`src/rtl/gtp_pkg.sv`:
```
`timescale 1ns / 1ps
// Shared constants, types and the arctangent table for the go-to-point drive controller.
// No dependencies; every other file imports this package.
package gtp_pkg;

    localparam int CORDIC_ITERATIONS_DEF = 16;
    localparam int ATAN_ENTRIES = 24;

    localparam int POS_W  = 16;
    localparam int HEAD_W = 15;
    localparam int SPD_W  = 14;
    localparam int ACT_W  = 2;
    localparam int CFG_IDX_W = 2;
    localparam int CFG_DAT_W = 16;

    localparam int DIFF_W = POS_W + 1;
    localparam int CX_W   = 28;
    localparam int CZ_W   = 32;

    localparam logic signed [CZ_W-1:0] HALF_TURN_Z = 32'sd754974720;
    localparam int INV_GAIN_W = 30;
    localparam logic [INV_GAIN_W-1:0] INV_GAIN_Q30 = 30'd652032874;
    localparam int DIST_SHIFT = 38;

    localparam int ARRIVE_DIST  = 64;
    localparam int FWD_CAP      = 800;
    localparam int FWD_CAP_DIST = 16020;
    localparam int FWD_W        = 10;
    localparam int DIV_IN_W     = 14;
    localparam int DIV20_W      = 15;
    localparam int DIV20_RECIP  = 26215;
    localparam int DIV20_SHIFT  = 19;

    localparam logic [ACT_W-1:0] ACT_HOLD   = 2'd0;
    localparam logic [ACT_W-1:0] ACT_SPIN   = 2'd1;
    localparam logic [ACT_W-1:0] ACT_STOP   = 2'd2;
    localparam logic [ACT_W-1:0] ACT_ARRIVE = 2'd3;

    localparam logic [CFG_IDX_W-1:0] REG_TARGET_X = 2'd0;
    localparam logic [CFG_IDX_W-1:0] REG_TARGET_Y = 2'd1;
    localparam logic [CFG_IDX_W-1:0] REG_RUN_OVR  = 2'd2;

    typedef struct packed {
        logic signed [CX_W-1:0] x;
        logic signed [CZ_W-1:0] z;
    } t_cordic_res;

    typedef struct packed {
        logic                    near;
        logic signed [SPD_W-1:0] left;
        logic signed [SPD_W-1:0] right;
    } t_post_res;

    // arctan(2^-i) in 2^-22 degree, rounded to nearest
    function automatic logic signed [CZ_W-1:0] atan_val(input logic [4:0] idx);
        logic signed [CZ_W-1:0] v;
        case (idx)
            5'd0:  v = 32'sd188743680;
            5'd1:  v = 32'sd111421900;
            5'd2:  v = 32'sd58872272;
            5'd3:  v = 32'sd29884485;
            5'd4:  v = 32'sd15000234;
            5'd5:  v = 32'sd7507429;
            5'd6:  v = 32'sd3754631;
            5'd7:  v = 32'sd1877430;
            5'd8:  v = 32'sd938729;
            5'd9:  v = 32'sd469366;
            5'd10: v = 32'sd234683;
            5'd11: v = 32'sd117342;
            5'd12: v = 32'sd58671;
            5'd13: v = 32'sd29335;
            5'd14: v = 32'sd14668;
            5'd15: v = 32'sd7334;
            5'd16: v = 32'sd3667;
            5'd17: v = 32'sd1833;
            5'd18: v = 32'sd917;
            5'd19: v = 32'sd458;
            5'd20: v = 32'sd229;
            5'd21: v = 32'sd115;
            5'd22: v = 32'sd57;
            5'd23: v = 32'sd29;
            default: v = '0;
        endcase
        return v;
    endfunction

endpackage

```
`src/rtl/go_to_point_drive_controller.sv`:
```
`timescale 1ns / 1ps
// Go-to-point drive controller: sequencer, configuration registers and result register.
// Depends on gtp_pkg, gtp_cordic and gtp_post.
//
// Usage: one input transfer per control tick carries the measured pose and the run key;
// exactly one result transfer follows with the action code and the wheel speeds.
// Configuration transfers (index 0 target x, 1 target y, 2 run override) are taken in
// any cycle and must only be issued while no tick is in flight; a write to a known
// register clears the arrived latch.
// A tick that needs steering passes through the CORDIC unit, which does one rotation per
// cycle, and then through four post-processing steps before reaching the result register;
// a hold or stop tick goes straight to the result register. o_in_ready is high only while
// the sequencer is idle.
// A finished result sits in the output register; if the receiver stalls, the next
// tick may still be taken and is held at its end until the register frees up.
// Reset clears the targets, the override, the driving and arrived latches and any
// pending result.
module go_to_point_drive_controller import gtp_pkg::*; #(
    parameter int CORDIC_ITERATIONS = CORDIC_ITERATIONS_DEF
) (
    input  logic                    i_clk,
    input  logic                    i_rst_n,
    input  logic                    i_in_valid,
    output logic                    o_in_ready,
    input  logic signed [POS_W-1:0] i_pos_x,
    input  logic signed [POS_W-1:0] i_pos_y,
    input  logic [HEAD_W-1:0]       i_heading,
    input  logic                    i_run_key,
    output logic                    o_out_valid,
    input  logic                    i_out_ready,
    output logic [ACT_W-1:0]        o_action,
    output logic signed [SPD_W-1:0] o_left_speed,
    output logic signed [SPD_W-1:0] o_right_speed,
    input  logic                    i_cfg_valid,
    output logic                    o_cfg_ready,
    input  logic [CFG_IDX_W-1:0]    i_cfg_index,
    input  logic [CFG_DAT_W-1:0]    i_cfg_data
);

    localparam logic [1:0] ST_IDLE   = 2'd0;
    localparam logic [1:0] ST_CORDIC = 2'd1;
    localparam logic [1:0] ST_POST   = 2'd2;
    localparam logic [1:0] ST_OUT    = 2'd3;

    logic [1:0]              r_state, n_state;
    logic signed [POS_W-1:0] r_tx, n_tx, r_ty, n_ty;
    logic                    r_ovr, n_ovr;
    logic                    r_driving, n_driving, r_arrived, n_arrived;
    logic [HEAD_W-1:0]       r_heading, n_heading;
    logic [ACT_W-1:0]        r_act, n_act;
    logic signed [SPD_W-1:0] r_left, n_left, r_right, n_right;
    logic                    r_out_valid, n_out_valid;
    logic [ACT_W-1:0]        r_o_act, n_o_act;
    logic signed [SPD_W-1:0] r_o_left, n_o_left, r_o_right, n_o_right;

    logic                     w_in_acc, w_cfg_acc, w_cfg_known, w_go;
    logic signed [DIFF_W-1:0] w_dx, w_dy;
    logic                     w_cordic_done, w_post_done;
    t_cordic_res              w_cordic_res;
    t_post_res                w_post_res;

    assign o_in_ready  = (r_state == ST_IDLE);
    assign o_cfg_ready = 1'b1;
    assign w_in_acc    = i_in_valid && o_in_ready;
    assign w_cfg_acc   = i_cfg_valid && o_cfg_ready;
    assign w_cfg_known = (i_cfg_index == REG_TARGET_X) || (i_cfg_index == REG_TARGET_Y)
                      || (i_cfg_index == REG_RUN_OVR);
    assign w_go        = w_in_acc && !r_arrived && (i_run_key || r_ovr);
    assign w_dx        = {r_tx[POS_W-1], r_tx} - {i_pos_x[POS_W-1], i_pos_x};
    assign w_dy        = {r_ty[POS_W-1], r_ty} - {i_pos_y[POS_W-1], i_pos_y};

    gtp_cordic #(
        .ITERATIONS (CORDIC_ITERATIONS)
    ) u_cordic (
        .i_clk   (i_clk),
        .i_rst_n (i_rst_n),
        .i_start (w_go),
        .i_dx    (w_dx),
        .i_dy    (w_dy),
        .o_done  (w_cordic_done),
        .o_res   (w_cordic_res)
    );

    gtp_post u_post (
        .i_clk     (i_clk),
        .i_rst_n   (i_rst_n),
        .i_start   (w_cordic_done),
        .i_res     (w_cordic_res),
        .i_heading (r_heading),
        .o_done    (w_post_done),
        .o_res     (w_post_res)
    );

    always_comb begin
        n_state     = r_state;
        n_tx        = r_tx;
        n_ty        = r_ty;
        n_ovr       = r_ovr;
        n_driving   = r_driving;
        n_arrived   = r_arrived;
        n_heading   = r_heading;
        n_act       = r_act;
        n_left      = r_left;
        n_right     = r_right;
        n_out_valid = r_out_valid && !i_out_ready;
        n_o_act     = r_o_act;
        n_o_left    = r_o_left;
        n_o_right   = r_o_right;

        case (r_state)
            ST_IDLE: begin
                if (w_in_acc) begin
                    n_heading = i_heading;
                    n_left    = '0;
                    n_right   = '0;
                    if (w_go) begin
                        n_state = ST_CORDIC;
                    end else begin
                        n_state = ST_OUT;
                        n_act   = ACT_HOLD;
                        if (!r_arrived && r_driving) begin
                            n_act     = ACT_STOP;
                            n_driving = 1'b0;
                        end
                    end
                end
            end
            ST_CORDIC: begin
                if (w_cordic_done) begin
                    n_state = ST_POST;
                end
            end
            ST_POST: begin
                if (w_post_done) begin
                    n_state = ST_OUT;
                    if (w_post_res.near) begin
                        n_act     = ACT_ARRIVE;
                        n_arrived = 1'b1;
                        n_driving = 1'b0;
                    end else begin
                        n_act     = ACT_SPIN;
                        n_left    = w_post_res.left;
                        n_right   = w_post_res.right;
                        n_driving = 1'b1;
                    end
                end
            end
            ST_OUT: begin
                if (!r_out_valid || i_out_ready) begin
                    n_out_valid = 1'b1;
                    n_o_act     = r_act;
                    n_o_left    = r_left;
                    n_o_right   = r_right;
                    n_state     = ST_IDLE;
                end
            end
            default: begin
                n_state = ST_IDLE;
            end
        endcase

        if (w_cfg_acc) begin
            case (i_cfg_index)
                REG_TARGET_X: n_tx  = i_cfg_data;
                REG_TARGET_Y: n_ty  = i_cfg_data;
                REG_RUN_OVR:  n_ovr = i_cfg_data[0];
                default: ;
            endcase
            if (w_cfg_known) begin
                n_arrived = 1'b0;
            end
        end
    end

    always_ff @(posedge i_clk) begin
        if (!i_rst_n) begin
            r_state     <= ST_IDLE;
            r_tx        <= '0;
            r_ty        <= '0;
            r_ovr       <= 1'b0;
            r_driving   <= 1'b0;
            r_arrived   <= 1'b0;
            r_out_valid <= 1'b0;
        end else begin
            r_state     <= n_state;
            r_tx        <= n_tx;
            r_ty        <= n_ty;
            r_ovr       <= n_ovr;
            r_driving   <= n_driving;
            r_arrived   <= n_arrived;
            r_out_valid <= n_out_valid;
        end
    end

    always_ff @(posedge i_clk) begin
        r_heading <= n_heading;
        r_act     <= n_act;
        r_left    <= n_left;
        r_right   <= n_right;
        r_o_act   <= n_o_act;
        r_o_left  <= n_o_left;
        r_o_right <= n_o_right;
    end

    assign o_out_valid   = r_out_valid;
    assign o_action      = r_o_act;
    assign o_left_speed  = r_o_left;
    assign o_right_speed = r_o_right;

`ifndef SYNTHESIS
    a_busy_after_transfer: assert property (@(posedge i_clk) disable iff (!i_rst_n)
        w_in_acc |=> !o_in_ready)
        else $error("input taken while a tick is in flight");

    a_speeds_zero: assert property (@(posedge i_clk) disable iff (!i_rst_n)
        (o_out_valid && (o_action != ACT_SPIN)) |-> (o_left_speed == '0 && o_right_speed == '0))
        else $error("nonzero speed without spin action");

    a_cfg_clears_arrived: assert property (@(posedge i_clk) disable iff (!i_rst_n)
        (w_cfg_acc && (i_cfg_index == REG_TARGET_X || i_cfg_index == REG_TARGET_Y
            || i_cfg_index == REG_RUN_OVR)) |=> !r_arrived)
        else $error("arrived latch survived a configuration write");

    a_post_in_state: assert property (@(posedge i_clk) disable iff (!i_rst_n)
        w_post_done |-> (r_state == ST_POST))
        else $error("post-processing finished outside its state");
`endif

endmodule

```
`src/rtl/gtp_cordic.sv`:
```
`timescale 1ns / 1ps
// Iterative CORDIC vectoring unit: one shift-add rotation per cycle on x, y and angle.
// Depends on gtp_pkg for widths, the half-turn constant and the arctangent table.
module gtp_cordic import gtp_pkg::*; #(
    parameter int ITERATIONS = CORDIC_ITERATIONS_DEF
) (
    input  logic                     i_clk,
    input  logic                     i_rst_n,
    input  logic                     i_start,
    input  logic signed [DIFF_W-1:0] i_dx,
    input  logic signed [DIFF_W-1:0] i_dy,
    output logic                     o_done,
    output t_cordic_res              o_res
);

    localparam int NI = (ITERATIONS > ATAN_ENTRIES) ? ATAN_ENTRIES : ITERATIONS;
    localparam int CW = (NI > 1) ? $clog2(NI) : 1;

    logic signed [CX_W-1:0] r_x, n_x, r_y, n_y;
    logic signed [CZ_W-1:0] r_z, n_z;
    logic [CW-1:0]          r_iter, n_iter;
    logic                   r_busy, n_busy, r_done, n_done;
    logic signed [CX_W-1:0] w_x0, w_y0, w_xs, w_ys;
    logic signed [CZ_W-1:0] w_atan;

    assign w_x0   = {{(CX_W-DIFF_W-8){i_dx[DIFF_W-1]}}, i_dx, 8'd0};
    assign w_y0   = {{(CX_W-DIFF_W-8){i_dy[DIFF_W-1]}}, i_dy, 8'd0};
    assign w_xs   = r_x >>> r_iter;
    assign w_ys   = r_y >>> r_iter;
    assign w_atan = atan_val(5'(r_iter));

    always_comb begin
        n_x    = r_x;
        n_y    = r_y;
        n_z    = r_z;
        n_iter = r_iter;
        n_busy = r_busy;
        n_done = 1'b0;
        if (i_start) begin
            n_busy = 1'b1;
            n_iter = '0;
            if (w_x0 < 0) begin
                n_x = -w_x0;
                n_y = -w_y0;
                n_z = (w_y0 >= 0) ? HALF_TURN_Z : -HALF_TURN_Z;
            end else begin
                n_x = w_x0;
                n_y = w_y0;
                n_z = '0;
            end
        end else if (r_busy) begin
            if (r_y < 0) begin
                n_x = r_x - w_ys;
                n_y = r_y + w_xs;
                n_z = r_z - w_atan;
            end else begin
                n_x = r_x + w_ys;
                n_y = r_y - w_xs;
                n_z = r_z + w_atan;
            end
            if (r_iter == CW'(NI - 1)) begin
                n_busy = 1'b0;
                n_done = 1'b1;
            end else begin
                n_iter = r_iter + 1'b1;
            end
        end
    end

    always_ff @(posedge i_clk) begin
        if (!i_rst_n) begin
            r_busy <= 1'b0;
            r_done <= 1'b0;
            r_iter <= '0;
        end else begin
            r_busy <= n_busy;
            r_done <= n_done;
            r_iter <= n_iter;
        end
    end

    always_ff @(posedge i_clk) begin
        r_x <= n_x;
        r_y <= n_y;
        r_z <= n_z;
    end

    assign o_done  = r_done;
    assign o_res.x = r_x;
    assign o_res.z = r_z;

endmodule

```
`src/rtl/gtp_post.sv`:
```
`timescale 1ns / 1ps
// Post-processing steps: gain correction to distance, bearing error, speed limit and wheel mix.
// Depends on gtp_pkg for widths, scaling constants and the result structs.
module gtp_post import gtp_pkg::*; (
    input  logic              i_clk,
    input  logic              i_rst_n,
    input  logic              i_start,
    input  t_cordic_res       i_res,
    input  logic [HEAD_W-1:0] i_heading,
    output logic              o_done,
    output t_post_res         o_res
);

    localparam int PROD_W = CX_W - 1 + INV_GAIN_W;
    localparam int DIST_W = PROD_W + 1 - DIST_SHIFT;
    localparam int ERR_W  = CZ_W - 16 + 2;
    localparam int TURN_W = ERR_W - 3;
    localparam int MIX_W  = TURN_W + 1;
    localparam int Q_W    = DIV_IN_W + DIV20_W;

    logic [CX_W-2:0]          w_xc;
    logic signed [CZ_W:0]     w_zr;
    logic signed [ERR_W-1:0]  w_err;
    logic [PROD_W:0]          w_sum;
    logic [FWD_W-1:0]         w_fwd;
    logic signed [TURN_W-1:0] w_turn;
    logic signed [MIX_W-1:0]  w_left, w_right;

    logic [PROD_W-1:0]        r_prod;
    logic signed [ERR_W-1:0]  r_err;
    logic [DIST_W-1:0]        r_dist;
    logic [Q_W-1:0]           r_q;
    logic                     r_cap, r_near;
    logic                     r_v1, r_v2, r_v3, r_v4;
    t_post_res                r_res;

    assign w_xc  = (i_res.x < 0) ? '0 : i_res.x[CX_W-2:0];
    assign w_zr  = {i_res.z[CZ_W-1], i_res.z} + (CZ_W+1)'(32768);
    assign w_err = {w_zr[CZ_W], w_zr[CZ_W:16]} - {3'b000, i_heading};
    assign w_sum = {1'b0, r_prod} + ((PROD_W+1)'(1) << (DIST_SHIFT - 1));

    assign w_fwd   = r_cap ? FWD_W'(FWD_CAP) : r_q[DIV20_SHIFT +: FWD_W];
    assign w_turn  = r_err[ERR_W-1:3];
    assign w_left  = MIX_W'(w_fwd) + MIX_W'(w_turn);
    assign w_right = MIX_W'(w_fwd) - MIX_W'(w_turn);

    always_ff @(posedge i_clk) begin
        if (!i_rst_n) begin
            r_v1 <= 1'b0;
            r_v2 <= 1'b0;
            r_v3 <= 1'b0;
            r_v4 <= 1'b0;
        end else begin
            r_v1 <= i_start;
            r_v2 <= r_v1;
            r_v3 <= r_v2;
            r_v4 <= r_v3;
        end
    end

    always_ff @(posedge i_clk) begin
        if (i_start) begin
            r_prod <= PROD_W'(w_xc) * PROD_W'(INV_GAIN_Q30);
            r_err  <= w_err;
        end
        if (r_v1) begin
            r_dist <= w_sum[PROD_W:DIST_SHIFT];
        end
        if (r_v2) begin
            r_q    <= Q_W'(r_dist[DIV_IN_W-1:0]) * Q_W'(DIV20_RECIP);
            r_cap  <= (r_dist >= DIST_W'(FWD_CAP_DIST));
            r_near <= (r_dist < DIST_W'(ARRIVE_DIST));
        end
        if (r_v3) begin
            r_res.near  <= r_near;
            r_res.left  <= w_left[SPD_W-1:0];
            r_res.right <= w_right[SPD_W-1:0];
        end
    end

    assign o_done = r_v4;
    assign o_res  = r_res;

endmodule
```
`config.mk`:
```
export PLATFORM = sky130hd
export DESIGN_NAME = go_to_point_drive_controller
export DESIGN_NICKNAME = d
export VERILOG_FILES = /design/src/rtl/gtp_pkg.sv /design/src/rtl/go_to_point_drive_controller.sv /design/src/rtl/gtp_cordic.sv /design/src/rtl/gtp_post.sv
export SDC_FILE = /design/constraint.sdc
export NUM_CORES = 2
export LEC_CHECK = 0
export ABC_CLOCK_PERIOD_IN_PS = 8500
export BUFFER_PORTS_ARGS = -buffer_cell sky130_fd_sc_hd__buf_2
export CORE_UTILIZATION = 50
export CTS_BUF_LIST = sky130_fd_sc_hd__clkbuf_4 sky130_fd_sc_hd__clkbuf_8
export CTS_CLUSTER_SIZE = 12
export DETAILED_ROUTE_END_ITERATION = 10
export GPL_TIMING_DRIVEN = 1
export PLACE_DENSITY = 0.7
export SYNTH_ARGS = -nofsm -noshare
export SYNTH_HDL_FRONTEND = slang
export SYNTH_SLANG_ARGS = --single-unit
```
`constraint.sdc`:
```
create_clock -name i_clk -period 8.5 [get_ports i_clk]
set_clock_uncertainty 0.15 [all_clocks]
set_input_delay 1.7 -clock i_clk [delete_from_list [all_inputs] [get_ports i_clk]]
set_output_delay 1.7 -clock i_clk [all_outputs]
set_load 0.05 [all_outputs]
```
# Word-level counts from Yosys, hierarchy flattened
# Memories as Yosys holds them, arrays and structs flattened. A register that Yosys moved wholly into a read port is not among the register bits.
# Index checks and enable logic that the tools add are counted.
# Widths: inputs -> output; s select.
[classes]
addsub = 16
mul = 2
n_lt_le_gt_ge = 6
eq_ne = 13
shifts = 2
muxes = 53
bitwise_logic = 3
n_reduce_logical = 28
[op_table]
columns = ["cell", "n"]
rows = [
  ["$mux 28", 8],
  ["$mux 32", 5],
  ["$mux 14", 5],
  ["$add 57x38->58 const B", 1],
  ["$add 28x28->28", 2],
  ["$lt 28x1->1 const B", 2],
  ["$mul 27x29->56 const B", 1],
  ["$neg 25->28", 2],
  ["$pmux 14 s2", 2],
  ["$sshr 28x4->28", 2],
  ["$sub 28x28->28", 2],
  ["$sub 16x16->17", 2],
  ["$add 32x17->33 const B", 1],
  ["$add 32x32->32", 1],
  ["$sub 32x32->32", 1],
  ["$mul 14x15->29 const B", 1],
  ["$mux 27", 1],
  ["$ge 25x1->1 const B", 1],
  ["$lt 25x1->1 const B", 1],
  ["$ge 20x14->1 const B", 1],
  ["$lt 20x7->1 const B", 1],
  ["$mux 2", 10],
  ["$sub 17x16->17", 1],
  ["$mux 1", 16],
  ["other kinds (24)", 53],
]
[totals]
register_bits = 364
mem_bits_ro = 448
out_inout_bits = 33
word_cells = 157
n_memories = 1
[mem_list]
columns = ["name", "words", "word_bits", "read_ports", "rd_clocked_by_memory_dff", "write_ports", "line", "text"]
rows = [
  ["(no name shown)", 16, 28, 1, 1, 0, "gtp_pkg.sv:57", "case (idx)"],
]

# Longest topological paths before layout
[depth]
ltp_word = 7
mapped_depth = 30
ltp_nobuf = 26

# Modules after synthesis
# A second synthesis with hierarchy kept.
[unflattened]
hier_cells = 4392
hier_area_um2 = 42046.6
[by_module_without_submodules]
columns = ["mod", "instances", "cells_each", "area_per_inst_um2", "seq_area_each_um2"]
rows = [
  ["gtp_post", 1, 2169, 22121.2, 2902.8],
  ["gtp_cordic", 1, 1687, 14305.0, 3323.2],
  ["go_to_point_drive_controller", 1, 536, 5620.4, 3012.9],
]

# Worst setup path after synthesis
# No wires, ideal clock.
[synth_timing]
path_kind = "reg-to-reg"
startpoint = "reg u_cordic.r_x[27]"
endpoint = "reg u_post.r_prod[55] (data pin)"
setup_time_ns = 0.258
arrival_ns = 7.394
t_required_ns = 8.092
slack_ns = 0.698
path_stages_with_launch = 27
path_buffers = 3
cell_sequence = "edfxtp_1 clkbuf_1 buf_1 clkbuf_1 nor2b_1 ha_1 inv_1 fa_1 fa_1 inv_1 fa_1 fa_1 fa_1 inv_1 fa_1 inv_1 ha_1 a211oi_1 nand2_1 a211oi_1 o2111ai_1 o21ai_0 nand2_1 a211oi_1 o211ai_1 a21oi_1 xnor2_1"
[synth_between]
elab_chain_len = 3
[synth_rtl]
columns = ["item", "line", "text"]
rows = [
  ["start, declared", "gtp_cordic.sv:19", "logic signed [CX_W-1:0] r_x, n_x, r_y, n_y;"],
  ["start signal, assigned", "gtp_cordic.sv:83", "r_x <= n_x;"],
  ["$lt 28x1->1", "gtp_post.sv:37", "assign w_xc = (i_res.x < 0) ? '0 : i_res.x[CX_W-2:0];"],
  ["$mux 27", "gtp_post.sv:37", ""],
  ["$mul 27x29->56", "gtp_post.sv:63", "r_prod <= PROD_W'(w_xc) * PROD_W'(INV_GAIN_Q30);"],
  ["end signal, assigned", "gtp_post.sv:63", ""],
  ["end, declared", "gtp_post.sv:29", "logic [PROD_W-1:0] r_prod;"],
]
# No other way between the ends.
# A chain may end at the register's enable or synchronous reset.

# Final worst setup path
[layout_timing]
startpoint = "reg u_cordic.r_x[27]"
endpoint = "reg u_post.r_prod[50] (data pin)"
# Same word-level chain as after synthesis.

==> metrics <==
Worst slew margin 21.9%; first drt pass iteration count 6; Area Overhead vs Synth 6.91%; Nets 5378; number of I/O port buffers 102; Main synth FF type edfxtp_1; fmax 0.124 GHz; post-synthesis sequential area ratio 22.2%; Worst-Skew Late Latency 0.71 ns; worst hold path type flip-flop to flip-flop; YS warnings 0; Placer Congestion 1.02; total CTS buffers 56; status finished clean; Cells after Synth 4279; Mapped Nets 5284; Synth top area share 19.0%; Rows 105; minimum clock period after layout 8.08 ns; final antenna-violating net count 0; max-cap violations 0; Synth Register Bits 331; WL met1 43.8 mm; Req. time, crit path 8.77 ns; area leader, netlist fa_1; startpoint types flip-flop; Max Slew Vio Count 0; CTS sink cnt 331; CTS Buffer Depth 3; Slew @ Worst Pin 1.17 ns; layout cell share with drive strength beyond 1 8.53%; Worst Setup End Kind flip-flop; Synth area leaders fa_1 19%, edfxtp_1 18%, ha_1 16%, inv_1 6.5%, xnor2_1 3.9%; Ports 104; area of the die 0.0840 mm^2; total number of vias 30600; Reg2Reg Setup Slack 0.42 ns; Root Driver clkbuf_8; H-tree levels 2; Final setup viols 0; post-DR vias/cell 5.58; die span in y 290 um; # DRC 0; final wirelength 103 mm; met3 WL 6.71 mm; Worst-path clk slew 0.07 ns; Post-synth EDFFs 255; initial antenna violation count 5; CP max stage delay 0.55 ns; TNS Setup 0 ns; Worst EP arrival 8.34 ns; Max FO, Critical Path 14; TritonCTS clock tree done; core footprint 0.0820 mm^2; vias in the first global route 30800; period utilization 95.0%; Initial Util 50.5%; met2 WL 48.4 mm; asr flop ratio synth 0%; GRT overflow 0; Detail Placement HPWL 84.4 mm; post-synth cell types 104; largest net degree at the start of global routing 78; Die X 290 um; first-pass GRT wire length 164 mm; Post-Syn Area per Cell 9.68 um^2; RSZ-0062 raised after global routing no; most frequent CP cell inv_1; CP max-delay cell fa_1; critical path class flip-flop to flip-flop; Final Hold Fails 0; number of DRC markers in iteration 0 2133; top sig layer met5; global-route usage over all layers 25.0%; Syn Std Cell Area 0.0414 mm^2; DR WL/cell 18.7 um
[state kept, by name (all words and copies together) (netlist names), 2 cells and up]
signal           flops
r_state              2
o_right_speed       13
r_tx                16
u_cordic.r_x        28
u_post.r_dist       20
o_action             2
o_left_speed        14
r_act                2
r_heading           15
u_post.r_q          10
u_post.o_res        28
u_post.r_prod       20
r_left              13
u_cordic.r_iter      4
u_cordic.r_z        32
u_cordic.w_atan     28
r_ty                16
r_right             14
u_post.r_err        14
u_cordic.r_y        28
[worst paths after layout]
| check | end | startpoint | cells past startpoint |
|---|---|---|---|
| max | u_post.r_prod[50] | u_cordic.r_x[27] | 28 |
| min | o_left_speed[13] | r_left[13] | 0 |
| max reg2reg | u_post.r_prod[50] | u_cordic.r_x[27] | 28 |
| min reg2reg | o_left_speed[13] | r_left[13] | 0 |
[cell families (layout without fill, tap and decap cells)]
family	after synthesis	count (layout)	synth area share, %
AOI/OAI and AO/OA	742	742	11.4
xor gates and xnor gates	291	291	6.16
adders and majority gates	934	934	35.3
buffers and inverters	835	976	8.00
DFF	331	331	22.2
muxes	122	122	4.90
other	1	2	0.00906
and+or+nand+nor	1023	1023	12.1
[per-layer routing]
layer  GRT usage (%)  up-vias
met2            41.6      954
li1                -    14700
met5               0        -
met4            8.73        4
met3            4.40      205
met1            32.6    14700
[area by class of cell]
class | instances | area (um^2)
Tap cell | 1070 | 1340
Clock inverter | 35 | 319
Timing Repair Buffer | 147 | 865
Fill cell | 7364 | 37700
Multi-Input combinational cell | 3113 | 29000
Antenna cell | 1 | 2.50
Inverter | 724 | 2720
Clock buffer | 70 | 882
Sequential cell | 331 | 9190
[cells in the mapped netlist (all sizes together), types with 8 or more instances]
master	n
or3	21
nand4	21
o41ai	8
dfxtp	76
and2	49
ha	541
a211oi	34
inv	721
mux2	14
buf	49
nor4	21
a21boi	26
fa	393
a31o	8
nor2b	50
clkbuf	62
nand2	281
o31ai	20
nor3	62
nor3b	11
mux2i	49
and3	25
o22ai	10
a21oi	238
o21bai	24
edfxtp	255
nor2	289
o211ai	21
xor2	108
o21ai	157
or2	25
nand2b	60
a41oi	9
mux4	59
nand3	73
a31oi	31
xnor2	183
o2111ai	10
o21a	23
a21o	54
a22oi	8
[worst max-delay path: cells and delay by family, from the launching register on]
kind	cells	cell delay, ns
adder cells (fa/ha/maj)	8	3.61
XOR/XNOR	1	0.13
flip-flops	1	0.45
AO/OA/AOI/OAI	6	1.42
buffers and inverters	9	1.27
AND/OR/NAND/NOR	4	0.80
[through the flow]
| stage | area [um^2] | utilization, % | setup slack [ns] | instances | hold slack, ns |
|---|---|---|---|---|---|
| finish | 44300 | 54.0 | 0.422 | 5491 | 0.265 |
| detailed placement | 43000 | 52.5 | -0.00150 | 5381 | 0.255 |
| global route | 44300 | 54.0 | 0.0596 | 5491 | 0.273 |
| global placement | 43000 | 52.5 | 0.184 | 5381 | 0.252 |
| CTS | 44200 | 53.9 | 0.0977 | 5487 | 0.269 |
| floorplan | 41400 | - | 0.698 | 4279 | 0.250 |
[cell usage in the layout, fill, tap and decap left out, types with 49 or more instances in the layout]
cell and instances:
inv_1 719, ha_1 540, fa_1 393, nor2_1 288, nand2_1 279, edfxtp_1 255
a21oi_1 235, xnor2_1 183, o21ai_0 149, xor2_1 108, buf_2 102, nand3_1 72
dfxtp_1 71, nor3_1 61, nand2b_1 59, clkbuf_8 57, a21o_1 54, mux4_2 53
and2_1 49
[timing repair]
item / in CTS / in global routing
resized for setup: 1 / 5
setup buffers: 1 / 3
setup endpoints to repair: 2 / 10
hold buffers: 0 / 0
Power is not shown: default switching activity piles up to over one toggle a cycle in this logic, so the estimate is an artifact.
